**config.mk**
```make
export PLATFORM = sky130hd
export DESIGN_NAME = multilevel_queue_slot_scheduler
export DESIGN_NICKNAME = d
export VERILOG_FILES = /design/src/rtl/mlqs_pkg.sv /design/src/rtl/multilevel_queue_slot_scheduler.sv
export VERILOG_INCLUDE_DIRS = /design/src /design/src/rtl
export SDC_FILE = /design/constraint.sdc
export NUM_CORES = 1
export LEC_CHECK = 0
export BUFFER_PORTS_ARGS = -buffer_cell sky130_fd_sc_hd__buf_2
export CAP_MARGIN = 10
export CORE_MARGIN = 3
export CORE_UTILIZATION = 40
export DETAILED_ROUTE_END_ITERATION = 8
export SYNTH_ARGS = -nofsm -noshare
export SYNTH_HDL_FRONTEND = slang
export SYNTH_SLANG_ARGS = --single-unit
export TNS_END_PERCENT = 50
```
**constraint.sdc**
```tcl
create_clock -name clk_i -period 7.3 [get_ports clk_i]
set_clock_uncertainty 0.15 [all_clocks]
set_input_delay 1.095 -clock clk_i [delete_from_list [all_inputs] [get_ports clk_i]]
set_output_delay 1.095 -clock clk_i [all_outputs]
set_load 0.005 [all_outputs]
```
**src/rtl/multilevel_queue_slot_scheduler_defines.svh**
```systemverilog
// assertion helpers for the multilevel queue slot scheduler
`ifndef MULTILEVEL_QUEUE_SLOT_SCHEDULER_DEFINES_SVH
`define MULTILEVEL_QUEUE_SLOT_SCHEDULER_DEFINES_SVH

// property that holds in the same cycle
`define MLQS_ASSERT(lbl, prop, msg) \
  lbl: assert property (@(posedge clk_i) disable iff (!rst_ni) (prop)) else $error(msg);

// property whose consequent holds in the next cycle
`define MLQS_ASSERT_NEXT(lbl, ante, cons, msg) \
  lbl: assert property (@(posedge clk_i) disable iff (!rst_ni) (ante) |=> (cons)) \
    else $error(msg);

`endif

```
**src/rtl/mlqs_pkg.sv**
```systemverilog
package mlqs_pkg;

  localparam int unsigned MLQS_NUM_PRIO    = 8;
  localparam int unsigned MLQS_QUEUE_DEPTH = 16;
  localparam int unsigned MLQS_ID_BITS     = 8;

  localparam int unsigned PID_W    = 8;
  localparam int unsigned PRIO_W   = 3;
  localparam int unsigned STATUS_W = 2;

  localparam logic OP_ENQ = 1'b0;
  localparam logic OP_DEQ = 1'b1;

  localparam logic [STATUS_W-1:0] STATUS_OK   = 2'd0;
  localparam logic [STATUS_W-1:0] STATUS_NONE = 2'd1;
  localparam logic [STATUS_W-1:0] STATUS_FULL = 2'd2;

  typedef enum logic [1:0] {
    S_IDLE,
    S_ENQ,
    S_SCAN,
    S_DONE
  } mlqs_state_e;

endpackage

```
**src/rtl/multilevel_queue_slot_scheduler.sv**
```systemverilog
// channel  | valid       | stall       | beat fields
// ---------+-------------+-------------+--------------------------------------------
// in       | in_valid_i  | in_stall_o  | operation_i, process_id_i, priority_req_i
// out      | out_valid_o | out_stall_i | status_o, granted_id_o, granted_level_o
//
// enqueue steps: accept, queue update, result load
// dequeue steps: accept, a one-level-a-cycle scan from level 0 to the first level with entries and slots, result load
// a failed dequeue scans all NUM_PRIO levels and reloads every slot counter
// reset clears head and count of every level and loads each slot counter with NUM_PRIO - level
// in_stall_o is high while an item is in work; a result held by out_stall_i delays the next

`include "multilevel_queue_slot_scheduler_defines.svh"

module multilevel_queue_slot_scheduler
  import mlqs_pkg::*;
#(
  parameter int unsigned NUM_PRIO    = MLQS_NUM_PRIO,
  parameter int unsigned QUEUE_DEPTH = MLQS_QUEUE_DEPTH,
  parameter int unsigned ID_BITS     = MLQS_ID_BITS
) (
  input  logic                clk_i,
  input  logic                rst_ni,
  input  logic                in_valid_i,
  output logic                in_stall_o,
  input  logic                operation_i,
  input  logic [PID_W-1:0]    process_id_i,
  input  logic [PRIO_W-1:0]   priority_req_i,
  output logic                out_valid_o,
  input  logic                out_stall_i,
  output logic [STATUS_W-1:0] status_o,
  output logic [PID_W-1:0]    granted_id_o,
  output logic [PRIO_W-1:0]   granted_level_o
);

  localparam int unsigned LVL_W  = (NUM_PRIO > 1) ? $clog2(NUM_PRIO) : 1;
  localparam int unsigned HEAD_W = (QUEUE_DEPTH > 1) ? $clog2(QUEUE_DEPTH) : 1;
  localparam int unsigned CNT_W  = $clog2(QUEUE_DEPTH + 1);
  localparam int unsigned SLOT_W = $clog2(NUM_PRIO + 1);
  localparam int unsigned MEM_D  = NUM_PRIO * QUEUE_DEPTH;
  localparam int unsigned ADDR_W = $clog2(MEM_D);

  mlqs_state_e state_q, state_d;

  logic                op_q;
  logic [ID_BITS-1:0]  pid_q;
  logic [LVL_W-1:0]    lvl_q, lvl_in;
  logic [LVL_W-1:0]    idx_q, idx_d;
  logic [STATUS_W-1:0] st_q, st_d;

  logic [HEAD_W-1:0] head_q [NUM_PRIO];
  logic [CNT_W-1:0]  count_q [NUM_PRIO];
  logic [SLOT_W-1:0] slot_q [NUM_PRIO];

  logic [ID_BITS-1:0] mem_q [MEM_D];
  logic [ID_BITS-1:0] rd_q;

  logic              accept;
  logic              enq_full, enq_do;
  logic              scan_hit, scan_last, reload;
  logic [HEAD_W:0]   pos_sum;
  logic [HEAD_W-1:0] wpos, head_nxt;
  logic [ADDR_W-1:0] waddr, raddr;
  logic              load_out;

  logic                out_valid_q;
  logic [STATUS_W-1:0] out_status_q;
  logic [PID_W-1:0]    out_id_q;
  logic [PRIO_W-1:0]   out_level_q;

  assign accept = in_valid_i && !in_stall_o;
  assign in_stall_o = (state_q != S_IDLE);

  always_comb begin
    if (32'(priority_req_i) >= NUM_PRIO) begin
      lvl_in = LVL_W'(NUM_PRIO - 1);
    end else begin
      lvl_in = LVL_W'(priority_req_i);
    end
  end

  // enqueue position and address
  assign enq_full = (count_q[lvl_q] >= CNT_W'(QUEUE_DEPTH));
  assign pos_sum  = (HEAD_W+1)'(head_q[lvl_q]) + (HEAD_W+1)'(count_q[lvl_q]);
  assign wpos     = (pos_sum >= (HEAD_W+1)'(QUEUE_DEPTH)) ?
                    HEAD_W'(pos_sum - (HEAD_W+1)'(QUEUE_DEPTH)) : HEAD_W'(pos_sum);
  assign waddr    = ADDR_W'(lvl_q) * ADDR_W'(QUEUE_DEPTH) + ADDR_W'(wpos);

  // dequeue scan, one level per cycle
  assign scan_hit  = (count_q[idx_q] != '0) && (slot_q[idx_q] != '0);
  assign scan_last = (idx_q == LVL_W'(NUM_PRIO - 1));
  assign head_nxt  = (32'(head_q[idx_q]) + 1 >= QUEUE_DEPTH) ? '0 : head_q[idx_q] + 1'b1;
  assign raddr     = ADDR_W'(idx_q) * ADDR_W'(QUEUE_DEPTH) + ADDR_W'(head_q[idx_q]);

  always_comb begin
    state_d  = state_q;
    idx_d    = idx_q;
    st_d     = st_q;
    enq_do   = 1'b0;
    reload   = 1'b0;
    load_out = 1'b0;
    case (state_q)
      S_IDLE: begin
        if (accept) begin
          idx_d   = '0;
          state_d = (operation_i == OP_DEQ) ? S_SCAN : S_ENQ;
        end
      end
      S_ENQ: begin
        if (enq_full) begin
          st_d = STATUS_FULL;
        end else begin
          st_d   = STATUS_OK;
          enq_do = 1'b1;
        end
        state_d = S_DONE;
      end
      S_SCAN: begin
        if (scan_hit) begin
          st_d    = STATUS_OK;
          state_d = S_DONE;
        end else if (scan_last) begin
          st_d    = STATUS_NONE;
          reload  = 1'b1;
          state_d = S_DONE;
        end else begin
          idx_d = idx_q + 1'b1;
        end
      end
      S_DONE: begin
        if (!out_valid_q || !out_stall_i) begin
          load_out = 1'b1;
          state_d  = S_IDLE;
        end
      end
      default: begin
        state_d = S_IDLE;
      end
    endcase
  end

  always_ff @(posedge clk_i or negedge rst_ni) begin
    if (!rst_ni) begin
      state_q <= S_IDLE;
    end else begin
      state_q <= state_d;
    end
  end

  always_ff @(posedge clk_i) begin
    if (accept) begin
      op_q  <= operation_i;
      pid_q <= ID_BITS'(process_id_i);
      lvl_q <= lvl_in;
    end
    idx_q <= idx_d;
    st_q  <= st_d;
  end

  // per-level head, count and slot counters
  always_ff @(posedge clk_i or negedge rst_ni) begin
    if (!rst_ni) begin
      for (int i = 0; i < NUM_PRIO; i++) begin
        head_q[i]  <= '0;
        count_q[i] <= '0;
        slot_q[i]  <= SLOT_W'(NUM_PRIO - i);
      end
    end else begin
      if (enq_do) begin
        count_q[lvl_q] <= count_q[lvl_q] + 1'b1;
      end
      if (state_q == S_SCAN && scan_hit) begin
        head_q[idx_q]  <= head_nxt;
        count_q[idx_q] <= count_q[idx_q] - 1'b1;
        slot_q[idx_q]  <= slot_q[idx_q] - 1'b1;
      end
      if (reload) begin
        for (int i = 0; i < NUM_PRIO; i++) begin
          slot_q[i] <= SLOT_W'(NUM_PRIO - i);
        end
      end
    end
  end

  // queue memory
  always_ff @(posedge clk_i) begin
    if (enq_do) begin
      mem_q[waddr] <= pid_q;
    end
    if (state_q == S_SCAN && scan_hit) begin
      rd_q <= mem_q[raddr];
    end
  end

  // result register
  always_ff @(posedge clk_i or negedge rst_ni) begin
    if (!rst_ni) begin
      out_valid_q <= 1'b0;
    end else if (load_out) begin
      out_valid_q <= 1'b1;
    end else if (!out_stall_i) begin
      out_valid_q <= 1'b0;
    end
  end

  always_ff @(posedge clk_i) begin
    if (load_out) begin
      out_status_q <= st_q;
      if (op_q == OP_DEQ && st_q == STATUS_OK) begin
        out_id_q    <= PID_W'(rd_q);
        out_level_q <= PRIO_W'(idx_q);
      end else begin
        out_id_q    <= '0;
        out_level_q <= '0;
      end
    end
  end

  assign out_valid_o     = out_valid_q;
  assign status_o        = out_status_q;
  assign granted_id_o    = out_id_q;
  assign granted_level_o = out_level_q;

  `MLQS_ASSERT(a_out_from_done, $rose(out_valid_o) |-> $past(state_q == S_DONE),
               "beat without finished item")
  `MLQS_ASSERT_NEXT(a_reload, (state_q == S_SCAN) && scan_last && !scan_hit,
                    slot_q[0] == SLOT_W'(NUM_PRIO), "slot counters not reloaded")
  `MLQS_ASSERT_NEXT(a_enq_count, (state_q == S_ENQ) && !enq_full,
                    count_q[lvl_q] == $past(count_q[lvl_q]) + 1'b1,
                    "enqueue did not grow queue")

endmodule
```
==> summary.md <==
| Metric | Value |
|---|---|
| Run status | finished, final reports clean |
| Seq/Total Area, Yosys | 71.47% |
| Placed instance area | 0.05019 mm^2 |
| GR Util met2 | 36.39% |
| Residual DRC count | 0 |
| Fin worst setup slack | 1314 ps |
| Yosys warnings | 0 |
| Wire per inst | 28.58 um |
| IO Count | 31 |
| Area grow syn2layout | 11.89% |
| Met1 usage | 32.57% |
| Worst vdd ir | 0.0005837 V |
| Reg2reg end | rd_q[7] |
| DR pass1 iterations | 6 |
| Met3 usage | 5.280% |
| # setup viols final | 0 |
| CTS tree | built |
| Worst path max stage delay | 870 ps |
| Final Hold Fails | 0 |
| Post-synth net total | 3,578 |
| Top delay family on crit path | compound AO/OA/AOI/OAI gates |
| Synthesized flop and latch total | 1,169 |
| R2r worst-path depth | 10 |
| Total of max-cap violations | 0 |
| EDFF count, synth | 1,062 |
| Global-route wire length before repair | 217,700 um |
| Initial antenna violation count | 6 |
| Worst-path clk slew | 60 ps |
| Mapped cell area | 0.04839 mm^2 |
| Bufs on Longest Clock Path | 3 |
| Via count | 31,650 |
| Largest net degree at the start of global routing | 142 |
| Final net count | 3,576 |
| Setup WS pre-CTS | 1445 ps |
| Congestion Overflow GR | 0 |
| RSZ-0062 raised after global routing | no |
| Clock Latency Late Sink | 750 ps |
| Chip width | 353.8 um |
| Vias/cell | 6.030 |
| FP Rows | 126 |
| Vias in the first global route | 30,470 |
| Placer congestion estimate | 0.8662 |
| Initial Util | 40.66% |
| Slew margin rel. | 12.02% |
| Synthesized instance count | 3,546 |
| Type of origin of the critical path | register |
| Post-CTS setup buffers | 0 |
| R2r setup slk | 1310 ps |
| CP Max Fanout | 131 |
| CTS resizes | 0 |
| Final period utilization | 82.00% |
| Util after Layout | 45.49% |
| Crit-path slowest cell | nor2b_1 |
| Critical path type | reg -> reg |
| Die height | 353.8 um |
| H-tree levels | 3 |
| Slew of the pin with the lowest slew margin | 1315 ps |
| Final min period | 5986 ps |
| R2r startpoint | idx_q[0] |
| Critical Path Sink Type | register |
| Top_reg_cell synth | edfxtp_1 |
| DRT iter0 DRCs | 4,078 |
| CP Cell Sequence | nor2b_1 > a22oi_4 > nand2_8 > clkinv_8 > buf_4 > mux4_2 > a32oi_1 > a21oi_1 > o31ai_1 > nand4_1 |
| GRT Resource Usage Total | 23.54% |
| Fin. max-slew vios | 0 |
| CTS buffer count | 118 |
| Worst hold-check path type | in -> async |
| Post-CTS Hold Buffers | 0 |
| Power Dens Cells | 465.3 mW/mm^2 |
| Worst Path Arrival | 6280 ps |
| Cell area after layout | 0.05415 mm^2 |
| Fmax | 167.1 MHz |
| Routed WL | 150,000 um |
| Share of cells above drive strength 1 | 10.56% |
| Buffers on Ports | 30 |
| GR peak layer | met2 |
| Clock Sinks | 1,169 |
| Leakage | 18.61 nW |
| Total Die Area | 0.1252 mm^2 |
| Async SR Flop Fraction | 9.153% |
| Syn avg cell area | 13.65 um^2 |
| Bufs and invs on worst path | 2 |
| Fin Setup TNS | 0 ps |
| Synth cell types | 72 |
| Total Power | 25.20 mW |
| Root buffer cell | clkbuf_16 |
| Worst path required time | 7590 ps |
| DP HPWL | 88,180 um |
| ANT nets after route | 0 |
| Core ar. | 0.1190 mm^2 |
[worst register-to-register path, delay by kind of cell (launching register included)]
family | cells | cell delay, ps
AO/OA/AOI/OAI | 4 | 1800
buffers and inverters | 2 | 1180
flip-flops | 1 | 760
multiplexers | 1 | 360
AND/OR/NAND/NOR | 3 | 1460
[layout by cell type (no fill, tap or decap), types with 32 or more instances in the layout]
cell type and n:
a211oi_1 75, a21oi_1 77, a22oi_1 46, a311oi_1 69, a31oi_1 61, a32oi_1 32, and3_1 105, buf_4 72
clkbuf_16 118, dfrtp_1 94, edfxtp_1 1062, mux2i_1 162, nand2_1 737, nand3_1 195, nor2_1 177, o21ai_0 75
[stage by stage]
stage	std cells	hold slack [ps]
finish	5248	271.1
global route	5246	317.3
floorplan	3546	277.5
global placement	5023	330.1
CTS	5246	263.8
detailed placement	5024	341.3
[cell type report]
| class | instances | area, um^2 |
|---|---|---|
| Clock inverter | 77 | 884.6 |
| Sequential cell | 1169 | 34580 |
| Tap cell | 1600 | 2002 |
| Antenna cell | 2 | 5.005 |
| Multi-Input combinational cell | 2131 | 12660 |
| Fill cell | 10500 | 64880 |
| Inverter | 13 | 68.82 |
| Timing Repair Buffer | 111 | 875.8 |
| Clock buffer | 145 | 3064 |
[synth_stat cells, drive strengths merged (5+ instances only)]
| cell type | instances | area (um^2) |
|---|---|---|
| mux4 | 24 | 544.3 |
| nor3b | 6 | 45.04 |
| nand4 | 17 | 106.4 |
| nand2 | 741 | 2798 |
| nand3 | 195 | 975.9 |
| a22o | 5 | 43.79 |
| mux2 | 30 | 337.8 |
| and2 | 21 | 131.4 |
| nor3 | 19 | 95.09 |
| a22oi | 47 | 366.6 |
| dfrtp | 94 | 2352 |
| o211ai | 11 | 87.58 |
| o221ai | 29 | 254.0 |
| o22ai | 21 | 131.4 |
| a221oi | 17 | 155.1 |
| xor2 | 8 | 70.07 |
| a31oi | 61 | 381.6 |
| nor2 | 186 | 710.7 |
| a311o | 5 | 50.05 |
| inv | 13 | 51.30 |
| buf | 146 | 842.1 |
| a211oi | 77 | 588.1 |
| o21ai | 75 | 375.4 |
| ha | 15 | 187.7 |
| and3 | 105 | 656.9 |
| xnor2 | 6 | 52.55 |
| o31ai | 6 | 45.04 |
| clkbuf | 87 | 327.8 |
| nor2b | 5 | 31.28 |
| dfstp | 13 | 341.6 |
| mux2i | 162 | 1622 |
| a32oi | 32 | 280.3 |
| a311oi | 69 | 604.3 |
| nor4 | 13 | 81.33 |
| a21oi | 77 | 385.4 |
| edfxtp | 1062 | 31890 |
[kinds of logic (layout without fill, tap and decap cells)]
| kind of cell | count (synthesis) | in the layout | synth area share [%] |
|---|---|---|---|
| XOR/XNOR | 14 | 14 | 0.2534 |
| multiplexers | 216 | 216 | 5.174 |
| buffers and inverters | 246 | 346 | 2.523 |
| adder cells (fa/ha/maj) | 16 | 16 | 0.4292 |
| AND/OR/NAND/NOR | 1321 | 1321 | 11.83 |
| AO/OA/AOI/OAI | 564 | 564 | 8.320 |
| flip-flops | 1169 | 1169 | 71.47 |
| other | 0 | 2 | 0 |
[sequential cells by signal, summed over array words and instances (netlist names)]
signal           cells
count_q             40
granted_id_o         8
granted_level_o      3
head_q              32
idx_q                3
lvl_q                3
mem_q             1024
op_q                 1
out_valid_o          1
pid_q                8
rd_q                 8
slot_q              32
st_q                 2
state_q              2
status_o             2
[worst max path at each step]
| stage | startpoint | endpoint | cells after the start |
|---|---|---|---|
| finish | idx_q[0] | rd_q[7] | 10 |
| global route | idx_q[0] | rd_q[7] | 10 |
| CTS | idx_q[0] | rd_q[7] | 10 |
| detailed placement | idx_q[0] | rd_q[7] | 10 |
| global placement | idx_q[0] | rd_q[0] | 10 |
| floorplan | lvl_q[2] | mem_q[75][0] | 13 |
[power by group]
part | total, mW | leakage (nW) | switching [mW] | internal, mW
clock network | 6.16 | 1.90 | 2.66 | 3.50
logic | 10.8 | 5.80 | 7.76 | 3.03
registers | 8.24 | 10.9 | 0.302 | 7.94
total | 25.2 | 18.6 | 10.7 | 14.5
[metal layers]
metal / routed length, um / vias up
met5: 41 / -
met4: 5526 / 6
met3: 15760 / 326
met2: 69240 / 1858
met1: 59410 / 15990
li1: - / 13470
Power figures use the tool's default switching activity.
